--- config.mk ---
export PLATFORM = sky130hd
export DESIGN_NAME = cpu_8bit_alu_flags_unit
export DESIGN_NICKNAME = d
export VERILOG_FILES = /design/src/rtl/cafu_pkg.sv /design/src/rtl/cafu_core.sv /design/src/rtl/cpu_8bit_alu_flags_unit.sv
export SDC_FILE = /design/constraint.sdc
export NUM_CORES = 1
export LEC_CHECK = 0
export ABC_CLOCK_PERIOD_IN_PS = 3600
export BUFFER_PORTS_ARGS = -buffer_cell sky130_fd_sc_hd__buf_2
export CORE_MARGIN = 2
export CORE_UTILIZATION = 40
export CTS_BUF_LIST = sky130_fd_sc_hd__clkbuf_8
export DETAILED_ROUTE_END_ITERATION = 6
export MAX_ROUTING_LAYER = met4
export PLACE_DENSITY_LB_ADDON = 0.12
export SLEW_MARGIN = 25
export SYNTH_ARGS = -nofsm -noshare
export SYNTH_HDL_FRONTEND = slang
export SYNTH_HIERARCHICAL = 1
export SYNTH_SLANG_ARGS = --single-unit
--- constraint.sdc ---
create_clock -name clk -period 3.6 [get_ports clk]
set_input_delay 0.9 -clock clk [delete_from_list [all_inputs] [get_ports clk]]
set_output_delay 0.9 -clock clk [all_outputs]
set_load 0.01 [all_outputs]
--- src/rtl/cafu_pkg.sv ---
// shared types and operation codes for the 8-bit alu and flags unit
package cafu_pkg;

	// operation codes
	localparam logic [4:0] MODE_ADD  = 5'd0;
	localparam logic [4:0] MODE_ADC  = 5'd1;
	localparam logic [4:0] MODE_SUB  = 5'd2;
	localparam logic [4:0] MODE_SBC  = 5'd3;
	localparam logic [4:0] MODE_AND  = 5'd4;
	localparam logic [4:0] MODE_XOR  = 5'd5;
	localparam logic [4:0] MODE_OR   = 5'd6;
	localparam logic [4:0] MODE_CP   = 5'd7;
	localparam logic [4:0] MODE_INC  = 5'd8;
	localparam logic [4:0] MODE_DEC  = 5'd9;
	localparam logic [4:0] MODE_RLCA = 5'd10;
	localparam logic [4:0] MODE_RRCA = 5'd11;
	localparam logic [4:0] MODE_RLA  = 5'd12;
	localparam logic [4:0] MODE_RRA  = 5'd13;
	localparam logic [4:0] MODE_RLC  = 5'd14;
	localparam logic [4:0] MODE_RRC  = 5'd15;
	localparam logic [4:0] MODE_RL   = 5'd16;
	localparam logic [4:0] MODE_RR   = 5'd17;
	localparam logic [4:0] MODE_SLA  = 5'd18;
	localparam logic [4:0] MODE_SRA  = 5'd19;
	localparam logic [4:0] MODE_SWAP = 5'd20;
	localparam logic [4:0] MODE_SRL  = 5'd21;
	localparam logic [4:0] MODE_BIT  = 5'd22;
	localparam logic [4:0] MODE_RES  = 5'd23;
	localparam logic [4:0] MODE_SET  = 5'd24;
	localparam logic [4:0] MODE_DAA  = 5'd25;
	localparam logic [4:0] MODE_CPL  = 5'd26;
	localparam logic [4:0] MODE_SCF  = 5'd27;
	localparam logic [4:0] MODE_CCF  = 5'd28;
	localparam logic [4:0] MODE_ADDW = 5'd29;
	localparam logic [4:0] MODE_ADDSP = 5'd30;

	// flag bit positions within the 4-bit flag word
	localparam int FLAG_Z = 3;
	localparam int FLAG_N = 2;
	localparam int FLAG_H = 1;
	localparam int FLAG_C = 0;

	// decimal adjust constants
	localparam logic [7:0] DAA_LO_ADJ  = 8'h06;
	localparam logic [7:0] DAA_HI_ADJ  = 8'h60;
	localparam logic [7:0] DAA_ACC_MAX = 8'h99;
	localparam logic [3:0] DAA_NIB_MAX = 4'h9;

	// stream widths
	localparam int IN_DATA_W  = 64;
	localparam int OUT_DATA_W = 32;

	// one operation item
	typedef struct packed {
		logic [4:0]  mode;
		logic [7:0]  acc;
		logic [7:0]  operand;
		logic [2:0]  bit_index;
		logic [3:0]  flags_in;
		logic [15:0] wide_left;
		logic [15:0] wide_right;
	} alu_in_t;

	// one result item
	typedef struct packed {
		logic [3:0]  flags_out;
		logic [15:0] result_wide;
		logic [7:0]  result_byte;
	} alu_out_t;

endpackage

--- src/rtl/cafu_core.sv ---
// combinational alu: arithmetic, logic, shifts, bit ops, decimal adjust and 16-bit adds
module cafu_core (
	input  cafu_pkg::alu_in_t  op,
	output cafu_pkg::alu_out_t res
);

	logic [7:0]  a, d;
	logic        ci, zi, ni, hi;
	logic [7:0]  rb;
	logic [15:0] rw;
	logic [3:0]  fo;

	logic        cin_add, cin_sub;
	logic [7:0]  nd;
	logic [8:0]  add_r, sub_r;
	logic [4:0]  add_lo, sub_lo;
	logic [16:0] w_r;
	logic [12:0] w_lo;
	logic [15:0] sp_r;
	logic [4:0]  sp_lo;
	logic [8:0]  sp_byte;
	logic [7:0]  daa_t;
	logic [8:0]  daa_r;

	assign a  = op.acc;
	assign d  = op.operand;
	assign zi = op.flags_in[cafu_pkg::FLAG_Z];
	assign ni = op.flags_in[cafu_pkg::FLAG_N];
	assign hi = op.flags_in[cafu_pkg::FLAG_H];
	assign ci = op.flags_in[cafu_pkg::FLAG_C];

	// 8-bit adder with optional carry in
	assign cin_add = (op.mode == cafu_pkg::MODE_ADC) && ci;
	assign add_r   = {1'b0, a} + {1'b0, d} + {8'd0, cin_add};
	assign add_lo  = {1'b0, a[3:0]} + {1'b0, d[3:0]} + {4'd0, cin_add};

	// subtract as add of the complement, borrow is inverted carry
	assign nd      = ~d;
	assign cin_sub = !((op.mode == cafu_pkg::MODE_SBC) && ci);
	assign sub_r   = {1'b0, a} + {1'b0, nd} + {8'd0, cin_sub};
	assign sub_lo  = {1'b0, a[3:0]} + {1'b0, nd[3:0]} + {4'd0, cin_sub};

	// 16-bit register pair add
	assign w_r  = {1'b0, op.wide_left} + {1'b0, op.wide_right};
	assign w_lo = {1'b0, op.wide_left[11:0]} + {1'b0, op.wide_right[11:0]};

	// stack pointer plus signed byte, flags from the low byte
	assign sp_r    = op.wide_left + {{8{d[7]}}, d};
	assign sp_lo   = {1'b0, op.wide_left[3:0]} + {1'b0, d[3:0]};
	assign sp_byte = {1'b0, op.wide_left[7:0]} + {1'b0, d};

	// decimal adjust correction
	always_comb begin
		if (ni) begin
			daa_t = (hi ? cafu_pkg::DAA_LO_ADJ : 8'h00) + (ci ? cafu_pkg::DAA_HI_ADJ : 8'h00);
		end else begin
			daa_t = ((hi || (a[3:0] > cafu_pkg::DAA_NIB_MAX)) ? cafu_pkg::DAA_LO_ADJ : 8'h00)
				+ ((ci || (a > cafu_pkg::DAA_ACC_MAX)) ? cafu_pkg::DAA_HI_ADJ : 8'h00);
		end
	end
	assign daa_r = ni ? ({1'b0, a} - {1'b0, daa_t}) : ({1'b0, a} + {1'b0, daa_t});

	// result and flag selection by operation
	always_comb begin
		rb = a;
		rw = 16'h0000;
		fo = op.flags_in;
		case (op.mode)
			cafu_pkg::MODE_ADD, cafu_pkg::MODE_ADC: begin
				rb = add_r[7:0];
				fo = {add_r[7:0] == 8'h00, 1'b0, add_lo[4], add_r[8]};
			end
			cafu_pkg::MODE_SUB, cafu_pkg::MODE_SBC: begin
				rb = sub_r[7:0];
				fo = {sub_r[7:0] == 8'h00, 1'b1, !sub_lo[4], !sub_r[8]};
			end
			cafu_pkg::MODE_CP: begin
				fo = {sub_r[7:0] == 8'h00, 1'b1, !sub_lo[4], !sub_r[8]};
			end
			cafu_pkg::MODE_AND: begin
				rb = a & d;
				fo = {(a & d) == 8'h00, 1'b0, 1'b1, 1'b0};
			end
			cafu_pkg::MODE_XOR: begin
				rb = a ^ d;
				fo = {(a ^ d) == 8'h00, 1'b0, 1'b0, 1'b0};
			end
			cafu_pkg::MODE_OR: begin
				rb = a | d;
				fo = {(a | d) == 8'h00, 1'b0, 1'b0, 1'b0};
			end
			cafu_pkg::MODE_INC: begin
				rb = d + 8'd1;
				fo = {d == 8'hFF, 1'b0, d[3:0] == 4'hF, ci};
			end
			cafu_pkg::MODE_DEC: begin
				rb = d - 8'd1;
				fo = {d == 8'h01, 1'b1, d[3:0] == 4'h0, ci};
			end
			cafu_pkg::MODE_RLCA: begin
				rb = {a[6:0], a[7]};
				fo = {3'b000, a[7]};
			end
			cafu_pkg::MODE_RRCA: begin
				rb = {a[0], a[7:1]};
				fo = {3'b000, a[0]};
			end
			cafu_pkg::MODE_RLA: begin
				rb = {a[6:0], ci};
				fo = {3'b000, a[7]};
			end
			cafu_pkg::MODE_RRA: begin
				rb = {ci, a[7:1]};
				fo = {3'b000, a[0]};
			end
			cafu_pkg::MODE_RLC: begin
				rb = {d[6:0], d[7]};
				fo = {rb == 8'h00, 2'b00, d[7]};
			end
			cafu_pkg::MODE_RRC: begin
				rb = {d[0], d[7:1]};
				fo = {rb == 8'h00, 2'b00, d[0]};
			end
			cafu_pkg::MODE_RL: begin
				rb = {d[6:0], ci};
				fo = {rb == 8'h00, 2'b00, d[7]};
			end
			cafu_pkg::MODE_RR: begin
				rb = {ci, d[7:1]};
				fo = {rb == 8'h00, 2'b00, d[0]};
			end
			cafu_pkg::MODE_SLA: begin
				rb = {d[6:0], 1'b0};
				fo = {rb == 8'h00, 2'b00, d[7]};
			end
			cafu_pkg::MODE_SRA: begin
				rb = {d[7], d[7:1]};
				fo = {rb == 8'h00, 2'b00, d[0]};
			end
			cafu_pkg::MODE_SWAP: begin
				rb = {d[3:0], d[7:4]};
				fo = {d == 8'h00, 3'b000};
			end
			cafu_pkg::MODE_SRL: begin
				rb = {1'b0, d[7:1]};
				fo = {rb == 8'h00, 2'b00, d[0]};
			end
			cafu_pkg::MODE_BIT: begin
				fo = {!d[op.bit_index], 1'b0, 1'b1, ci};
			end
			cafu_pkg::MODE_RES: begin
				rb = d & ~(8'd1 << op.bit_index);
			end
			cafu_pkg::MODE_SET: begin
				rb = d | (8'd1 << op.bit_index);
			end
			cafu_pkg::MODE_DAA: begin
				rb = daa_r[7:0];
				fo = {daa_r[7:0] == 8'h00, ni, 1'b0, ci || (!ni && daa_r[8])};
			end
			cafu_pkg::MODE_CPL: begin
				rb = ~a;
				fo = {zi, 1'b1, 1'b1, ci};
			end
			cafu_pkg::MODE_SCF: begin
				fo = {zi, 1'b0, 1'b0, 1'b1};
			end
			cafu_pkg::MODE_CCF: begin
				fo = {zi, 1'b0, 1'b0, !ci};
			end
			cafu_pkg::MODE_ADDW: begin
				rw = w_r[15:0];
				fo = {zi, 1'b0, w_lo[12], w_r[16]};
			end
			cafu_pkg::MODE_ADDSP: begin
				rw = sp_r;
				fo = {2'b00, sp_lo[4], sp_byte[8]};
			end
			default: begin
				// unused code passes accumulator and flags through
				rb = a;
			end
		endcase
	end

	assign res.result_byte = rb;
	assign res.result_wide = rw;
	assign res.flags_out   = fo;

endmodule

--- src/rtl/cpu_8bit_alu_flags_unit.sv ---
// top level: input register, alu and result register with stream handshakes
//
// channel | dir | width | contents
// s_*     | in  | 64    | one operation item per accepted beat
// m_*     | out | 32    | one result item per accepted beat
//
// one item per cycle sustained while m_tready is high; an accepted item is captured in
// the input register and then moves into the result register, which presents it.
// arst_n clears both stage valid bits; payload registers are not reset.
// with m_tready low the result register holds, and the input register still
// takes one more item before s_tready drops.
module cpu_8bit_alu_flags_unit (
	input  logic                            clk,
	input  logic                            arst_n,
	input  logic                            s_tvalid,
	output logic                            s_tready,
	// mode[4:0], acc[12:5], operand[20:13], bit_index[23:21], flags_in[27:24],
	// wide_left[43:28], wide_right[59:44], zero[63:60]
	input  logic [cafu_pkg::IN_DATA_W-1:0]  s_tdata,
	output logic                            m_tvalid,
	input  logic                            m_tready,
	// result_byte[7:0], result_wide[23:8], flags_out[27:24], zero[31:28]
	output logic [cafu_pkg::OUT_DATA_W-1:0] m_tdata
);

	logic               valid_s1, valid_s2;
	logic               adv_s1;
	cafu_pkg::alu_in_t  op_s1;
	cafu_pkg::alu_out_t res_comb;
	cafu_pkg::alu_out_t res_s2;

	// stage advance control
	assign adv_s1   = !valid_s2 || m_tready;
	assign s_tready = !valid_s1 || adv_s1;

	// input register
	always_ff @(posedge clk or negedge arst_n) begin
		if (!arst_n) begin
			valid_s1 <= 1'b0;
		end else if (s_tready) begin
			valid_s1 <= s_tvalid;
		end
	end

	always_ff @(posedge clk) begin
		if (s_tvalid && s_tready) begin
			op_s1.mode       <= s_tdata[4:0];
			op_s1.acc        <= s_tdata[12:5];
			op_s1.operand    <= s_tdata[20:13];
			op_s1.bit_index  <= s_tdata[23:21];
			op_s1.flags_in   <= s_tdata[27:24];
			op_s1.wide_left  <= s_tdata[43:28];
			op_s1.wide_right <= s_tdata[59:44];
		end
	end

	// alu
	cafu_core u_core (
		.op  (op_s1),
		.res (res_comb)
	);

	// result register
	always_ff @(posedge clk or negedge arst_n) begin
		if (!arst_n) begin
			valid_s2 <= 1'b0;
		end else if (adv_s1) begin
			valid_s2 <= valid_s1;
		end
	end

	always_ff @(posedge clk) begin
		if (adv_s1 && valid_s1) begin
			res_s2 <= res_comb;
		end
	end

	assign m_tvalid = valid_s2;
	assign m_tdata  = {4'b0000, res_s2.flags_out, res_s2.result_wide, res_s2.result_byte};

	// input is only refused when both stages are occupied
	a_ready_full: assert property (@(posedge clk) disable iff (!arst_n)
		!s_tready |-> (valid_s1 && valid_s2))
		else $error("s_tready low with a free stage");

	// an accepted item lands in the input register
	a_accept_s1: assert property (@(posedge clk) disable iff (!arst_n)
		(s_tvalid && s_tready) |=> valid_s1)
		else $error("accepted item not held in input register");

	// an item in the input register moves on when the result side is free
	a_move_s2: assert property (@(posedge clk) disable iff (!arst_n)
		(valid_s1 && adv_s1) |=> valid_s2)
		else $error("item lost between input and result register");

	// an item held behind a stalled result is kept
	a_hold_s1: assert property (@(posedge clk) disable iff (!arst_n)
		(valid_s1 && valid_s2 && !m_tready) |=> (valid_s1 && $stable(op_s1)))
		else $error("waiting item dropped or changed during stall");

endmodule

==> metrics, run 1 <==
outcome=complete, no violations; Max VDD drop=0.210 mV; Distinct cells, synth=83; setup repair after global routing missed its margin=false; leading cell types by total area after synthesis=sky130_fd_sc_hd__edfxtp_1 (36%), sky130_fd_sc_hd__ha_1 (12%), sky130_fd_sc_hd__a21oi_1 (3.6%), sky130_fd_sc_hd__o21ai_0 (3.1%), sky130_fd_sc_hd__nor2_1 (2.9%); first-pass GRT wire length=38200 µm; Synth top cells by count=sky130_fd_sc_hd__edfxtp_1 (88), sky130_fd_sc_hd__ha_1 (67), sky130_fd_sc_hd__nor2_1 (57); slowest library cell on the worst path=sky130_fd_sc_hd__edfxtp_1; growth of design area from synthesis to finish=18.8%; share of final-layout standard cells stronger than drive strength 1=21.9%; vias in the first global route=6797; Initial Util=40.7%; half-perimeter wire length after detailed placement=18900 µm; count of filler cells inserted in the layout=1752; initial antenna violation count=0; maximum buffer depth of the clock tree=2; Startpoint Class=register; maximum cell stage delay along the critical path=0.48 ns; Max Cap Viol=0; H-tree depth reported by CTS=3; Total Wirelength=24400 µm; ports placed on the boundary=102; final weighted congestion in routability-driven placement=1.01; peak fanout along the critical path=3; net count reported at finish=1054; worst path required time=3.75 ns; type of the most critical hold path=in2async; portion of the post-synthesis area used by sequential elements=37.0%; Syn. warnings=6; worst path setup slack after routing=0.244 ns; worst slew pin tran=0.908 ns; area share of the largest cell type after synthesis=36.3%; most common cell in the netlist=sky130_fd_sc_hd__edfxtp_1; height of the die=139 µm; number of enable flip-flop cells after synthesis=88; number of buffers created by CTS=9; diodes inserted=0; CP Class=reg2reg; Synth Cell Area=0.00728 mm²; clock latency of the later-clocked register in the worst-skew pair=0.39 ns; DRC violation count after routing=0; clk_skew=0.0118 ns; Place WS=0.298 ns; Pre-Repair DR Iteration Count=5; final critical-path share of the clock period=93.2%; die area=0.0193 mm²; CTS root buf=sky130_fd_sc_hd__clkbuf_8; average wire per cell in the routed design=21.3 µm; Max transition margin=39.0%; Final Slew Violations=0; signal arrival time at the worst endpoint=3.50 ns; P_leak=3.53 nW; total grt overflow=0; post-synthesis instance total=771; endpoint class of the critical path=register; # rows=49; final cell utilization of the core=48.3%; remaining antenna violation count=0; total of flip-flops plus latches after synthesis=90; Placeable Area=0.0179 mm²; DR vias/cell=5.99; endpoints failing hold=0; total of hold buffers inserted after clock tree synthesis=0; startpoint of the worst setup timing path=op_s1[58]; PortBufs=93; Sink Count=90; maximum clock frequency=298 MHz; clock-pin slew of the registers on the worst-case setup and hold paths=0.10 ns; total routing usage reported by global routing=26.2%; largest net degree at the start of global routing=61; CTS tree=built; Synth area leader=sky130_fd_sc_hd__edfxtp_1; power per cell area=348 mW/mm²; Async S/R FF share, synth=2.22%; launch point of the worst reg-to-reg path=op_s1[58]; shortest period the worst path allows=3.36 ns; Die Wd=139 µm; DRT iter0 DRCs=702; post-synthesis area per instance=9.45 µm²; crit path cell chain=nor3_4 -> nand4_1 -> fa_1 -> fa_1 -> a21oi_1 -> o21ai_1 -> a21oi_1 -> nor2_1 -> nor2_1 -> xor2_1 -> nor4_1 -> or3_1; detailed-route via count=6876; final sum of negative setup slack=0 ns; most used flip-flop cell after synthesis=sky130_fd_sc_hd__edfxtp_1; number of failing setup endpoints in the final timing report=0
[layout make-up]
| class | count | area [µm²] | share of cell area [%] |
|---|---|---|---|
| clock inverter | 7 | 80.1 | 0.925 |
| clock buffer | 9 | 124 | 1.43 |
| sequential | 90 | 2690 | 31.1 |
| timing repair buffer | 166 | 1010 | 11.7 |
| tap | 229 | 287 | 3.31 |
| inverter | 34 | 128 | 1.47 |
| multi-input combinational | 612 | 4330 | 50.0 |
[flip-flops by register name (all words and copies together), names as in the netlist]
signal and count:
op_s1 60, m_tdata 28, m_tvalid 1, valid_s1 1
[path summary, 6_finish.rpt]
path	slack (ns)	cells past startpoint	end
max	0.24	12	m_tdata[27]
max reg2reg	0.24	12	m_tdata[27]
min in group clk	0.55	1	m_tvalid
max in group asynchronous	3.23	1	m_tvalid
min	0.28	1	valid_s1
min reg2reg	0.55	1	m_tvalid
[kinds of logic after synthesis]
kind of cell    Yosys count  share of synthesized area (%)
buf+inv                  72                           3.97
xor+xnor                 41                           4.93
other cells               1                         0.0515
fa+ha+maj                73                           13.2
flops                    90                           37.0
compound gates          245                           22.7
mux                       9                           1.60
simple gates            240                           16.6
[stage by stage]
| stage | hold slack (ns) | cells | power, W | area [µm²] |
|---|---|---|---|---|
| after floorplan | 0.511 | 774 | 0.00194 | 7310 |
| after global placement | 0.526 | 1131 | 0.00228 | 8450 |
| after detailed placement | 0.547 | 1131 | 0.00229 | 8450 |
| after CTS | 0.259 | 1147 | 0.00303 | 8650 |
| after global routing | 0.246 | 1147 | 0.00319 | 8650 |
| final | 0.280 | 1147 | 0.00302 | 8650 |
[layer usage]
layer,track usage (%),vias to the layer above,share of wire (%)
li1,-,3234,-
met1,35.0,3272,45
met2,39.4,300,44
met3,5.73,70,7.5
met4,9.25,0,3.3
met5,-,-,0
[power breakdown]
part           internal, W  switching [W]  leakage [nW]
Sequential         0.00125      0.0000504         0.876
Combinational     0.000408       0.000579          2.55
Clock             0.000328       0.000403         0.107
[critical path: cells and delay by family, from the launching register on]
kind	cells	cell delay, ns
AOI/OAI and AO/OA	3	0.51
xor gates and xnor gates	1	0.20
adders and majority gates	2	0.90
DFF	1	0.48
and+or+nand+nor	6	1.02
[repair_timing]
item | in CTS | in global routing
gates resized for setup | 0 | 1
buffers inserted | 0 | 0
setup endpoints to repair | 0 | 1
[placed cells by master, fill, tap and decap left out, types with 5 or more instances in the layout]
master                      n
sky130_fd_sc_hd__a211oi_1  10
sky130_fd_sc_hd__o21ai_1    5
sky130_fd_sc_hd__a31oi_1    9
sky130_fd_sc_hd__mux2i_1    6
sky130_fd_sc_hd__o22ai_1   22
sky130_fd_sc_hd__nand3_1   21
sky130_fd_sc_hd__a21o_1     7
sky130_fd_sc_hd__nor4_1    13
sky130_fd_sc_hd__ha_1      67
sky130_fd_sc_hd__nand2_1   55
sky130_fd_sc_hd__and3_1     5
sky130_fd_sc_hd__clkbuf_8   9
sky130_fd_sc_hd__buf_2     93
sky130_fd_sc_hd__fa_1       6
sky130_fd_sc_hd__a21oi_1   53
sky130_fd_sc_hd__xor2_1    17
sky130_fd_sc_hd__edfxtp_1  88
sky130_fd_sc_hd__nor2_1    57
sky130_fd_sc_hd__o21a_1     9
sky130_fd_sc_hd__buf_4     73
sky130_fd_sc_hd__a22oi_1    8
sky130_fd_sc_hd__nand4_1   13
sky130_fd_sc_hd__o21bai_1   6
sky130_fd_sc_hd__a221oi_1  17
sky130_fd_sc_hd__inv_1     33
sky130_fd_sc_hd__nor3_1    21
sky130_fd_sc_hd__xnor2_1   24
sky130_fd_sc_hd__nand2b_1  15
sky130_fd_sc_hd__o21ai_0   44
sky130_fd_sc_hd__nor2b_1   11
(Power assumes the default switching activity.)
==> run 2: changes to the inputs <==
--- a/config.mk
+++ b/config.mk
@@ -8,4 +8,5 @@
 export ABC_CLOCK_PERIOD_IN_PS = 3600
 export BUFFER_PORTS_ARGS = -buffer_cell sky130_fd_sc_hd__buf_2
+export CAP_MARGIN = 20
 export CORE_MARGIN = 2
 export CORE_UTILIZATION = 40
==> constraint.sdc (replaced) <==
create_clock -name clk -period 3.6 [get_ports clk]
set_input_delay 0.36 -clock clk [delete_from_list [all_inputs] [get_ports clk]]
set_output_delay 0.36 -clock clk [all_outputs]
set_load 0.01 [all_outputs]
==> run 2 against run 1 <==
Net effect: power is 0.26% higher; routed wire length is 0.66% higher; via count hardly changed; register-to-register slack hardly changed; utilization hardly changed; non-clock buffer count is 2 lower; global-route usage hardly changed; sequential power hardly changed; first-iteration DRC count is 11% higher.
==> metrics, run 2 (synthesis gave the netlist of run 1 again) <==
Placeable Area=0.0179 mm² (unchanged); maximum buffer depth of the clock tree=2 (unchanged); endpoints failing hold=0 (unchanged); Startpoint Class=register (unchanged); clk_skew=0.0144 ns (was 0.0118 ns); CTS root buf=sky130_fd_sc_hd__clkbuf_8 (unchanged); largest net degree at the start of global routing=61 (unchanged); outcome=complete, no violations (unchanged); H-tree depth reported by CTS=3 (unchanged); Sequential Power Share=42.9% (was 43.0%); maximum clock frequency=297 MHz (was 298 MHz); Final Slew Violations=0 (unchanged); power dissipated by switching net loads=0.00104 W (was 0.00103 W); type of the most critical hold path=in2reg (was in2async); total grt overflow=0 (unchanged); setup repair after global routing missed its margin=false (unchanged); remaining antenna violation count=0 (unchanged); CP Class=reg2reg (unchanged); final-layout worst hold slack=0.139 ns (was 0.280 ns); final weighted congestion in routability-driven placement=1.04 (was 1.01); PortBufs=93 (unchanged); shortest period the worst path allows=3.37 ns (was 3.36 ns); final critical-path share of the clock period=93.6% (was 93.2%); count of filler cells inserted in the layout=1726 (was 1752); post-route non-filler standard cell count=1145 (was 1147); peak fanout along the critical path=3 (unchanged); growth of design area from synthesis to finish=18.8% (about the same); power per cell area=349 mW/mm² (was 348 mW/mm²); worst path required time=3.74 ns (was 3.75 ns); half-perimeter wire length after detailed placement=18900 µm (about the same); total routing usage reported by global routing=26.2% (about the same); clock-pin slew of the registers on the worst-case setup and hold paths=0.10 ns (about the same); net count reported at finish=1052 (was 1054); Max VDD drop=0.202 mV (was 0.210 mV); Pre-Repair DR Iteration Count=5 (unchanged); clock latency of the later-clocked register in the worst-skew pair=0.39 ns (about the same); endpoint class of the critical path=register (unchanged); vias in the first global route=6800 (was 6797); flip-flop count of the largest register after layout=60 (unchanged); CTS tree=built (unchanged); Max transition margin=27.7% (was 39.0%); detailed-route via count=6875 (was 6876); Initial Util=40.7% (unchanged); number of buffers inserted to repair setup after CTS=0 (unchanged); diodes inserted=0 (unchanged); # rows=49 (unchanged); Sw Ratio=34.4% (was 34.3%); internal portion of total power=0.00198 W (unchanged); combinational group share of total power=32.8% (was 32.7%); DRT iter0 DRCs=779 (was 702); ports placed on the boundary=102 (unchanged); final sum of negative setup slack=0 ns (unchanged); number of failing setup endpoints in the final timing report=0 (unchanged); Die Wd=139 µm (unchanged); initial antenna violation count=0 (unchanged); share of final-layout standard cells stronger than drive strength 1=21.6% (was 21.9%); worst slew pin tran=1.08 ns (was 0.908 ns); register with the most flip-flops=op_s1 (unchanged); number of buffers created by CTS=9 (unchanged); cell area after layout=0.00866 mm² (was 0.00865 mm²); Placed Cells incl. Taps=1128 (was 1131); Max Cap Viol=0 (unchanged); P_leak=3.52 nW (was 3.53 nW); Clk pwr share=24.3% (about the same); dpl cell area=0.00844 mm² (was 0.00845 mm²); DRC violation count after routing=0 (unchanged); most frequent cells in the layout=sky130_fd_sc_hd__buf_2 (93), sky130_fd_sc_hd__edfxtp_1 (88), sky130_fd_sc_hd__buf_4 (69) (was sky130_fd_sc_hd__buf_2 (93), sky130_fd_sc_hd__edfxtp_1 (88), sky130_fd_sc_hd__buf_4 (73)); most common cell after layout, fill and taps aside=sky130_fd_sc_hd__buf_2 (unchanged); height of the die=139 µm (unchanged); die area=0.0193 mm² (unchanged); first-pass GRT wire length=38100 µm (was 38200 µm); DR vias/cell=6.00 (was 5.99); signal arrival time at the worst endpoint=3.51 ns (was 3.50 ns); average wire per cell in the routed design=21.5 µm (was 21.3 µm); Total Wirelength=24600 µm (was 24400 µm); Sink Count=90 (unchanged)
[run 2: final timing paths]
kind                                   from           to  slack, ns  cells after the start
max in group asynchronous            arst_n     valid_s1       3.23                      2
worst max register to register    op_s1[58]  m_tdata[27]       0.23                     12
worst max-delay path              op_s1[58]  m_tdata[27]       0.23                     12
min in group asynchronous            arst_n     m_tvalid       0.27                      2
worst min-delay path            s_tdata[26]    op_s1[34]       0.14                      1
worst min register to register     valid_s1     m_tvalid       0.57                      1
[run 2: metrics by stage]
stage | setup WS, ns | total power, W | util [%]
2_1_floorplan | 0.0356 | 0.00194 | -
3_3_place_gp | 0.305 | 0.00227 | 47.1
3_5_place_dp | 0.276 | 0.00229 | 47.1
4_1_cts | 0.254 | 0.00304 | 48.3
5_1_grt | 0.0731 | 0.00320 | 48.4
6_report | 0.232 | 0.00302 | 48.4
[run 2: critical path, stage by stage, from the launching register on]
cell                       delay, ns
sky130_fd_sc_hd__edfxtp_1       0.47
sky130_fd_sc_hd__nor3_4         0.25
sky130_fd_sc_hd__nand4_1        0.17
sky130_fd_sc_hd__fa_1           0.44
sky130_fd_sc_hd__fa_1           0.45
sky130_fd_sc_hd__a21oi_1        0.18
sky130_fd_sc_hd__o21ai_1        0.15
sky130_fd_sc_hd__a21oi_1        0.18
sky130_fd_sc_hd__nor2_1         0.06
sky130_fd_sc_hd__nor2_1         0.12
sky130_fd_sc_hd__xor2_1         0.21
sky130_fd_sc_hd__nor4_1         0.08
sky130_fd_sc_hd__or3_1          0.38
[run 2: per-layer routing]
metal | track usage (%) | share of wire [%] | routed length, µm | up-vias
met4 | 9.99 | 3.7 | 915 | 0
met2 | 39.5 | 44 | 10900 | 318
met3 | 7.60 | 8.8 | 2160 | 62
met5 | - | 0 | 0 | -
met1 | 33.4 | 43 | 10600 | 3270
li1 | - | - | - | 3225
[run 2: what timing repair did]
item,4_1_cts,5_1_grt
hold endpoints to repair,2,0
gates resized for setup,0,2
hold buffers,1,0
endpoints found under the setup margin,0,1
[run 2: power by group through the flow]
stage	registers (W)	logic, W	clock network (W)
after global routing	0.00131	0.00108	0.000807
final	0.00130	0.000991	0.000734
after floorplan	0.00133	0.000609	0
after detailed placement	0.00132	0.000966	0
after global placement	0.00132	0.000953	0
after CTS	0.00130	0.000974	0.000762
[run 2: area by class of cell]
type | instances | area (µm²) | share of cell area [%]
clock buffers | 9 | 124 | 1.43
clock inverters | 7 | 78.8 | 0.911
inverters | 34 | 128 | 1.47
multi-input cells | 612 | 4330 | 50.1
flip-flops and latches | 90 | 2690 | 31.1
well taps | 229 | 287 | 3.31
repair buffers | 164 | 1010 | 11.7
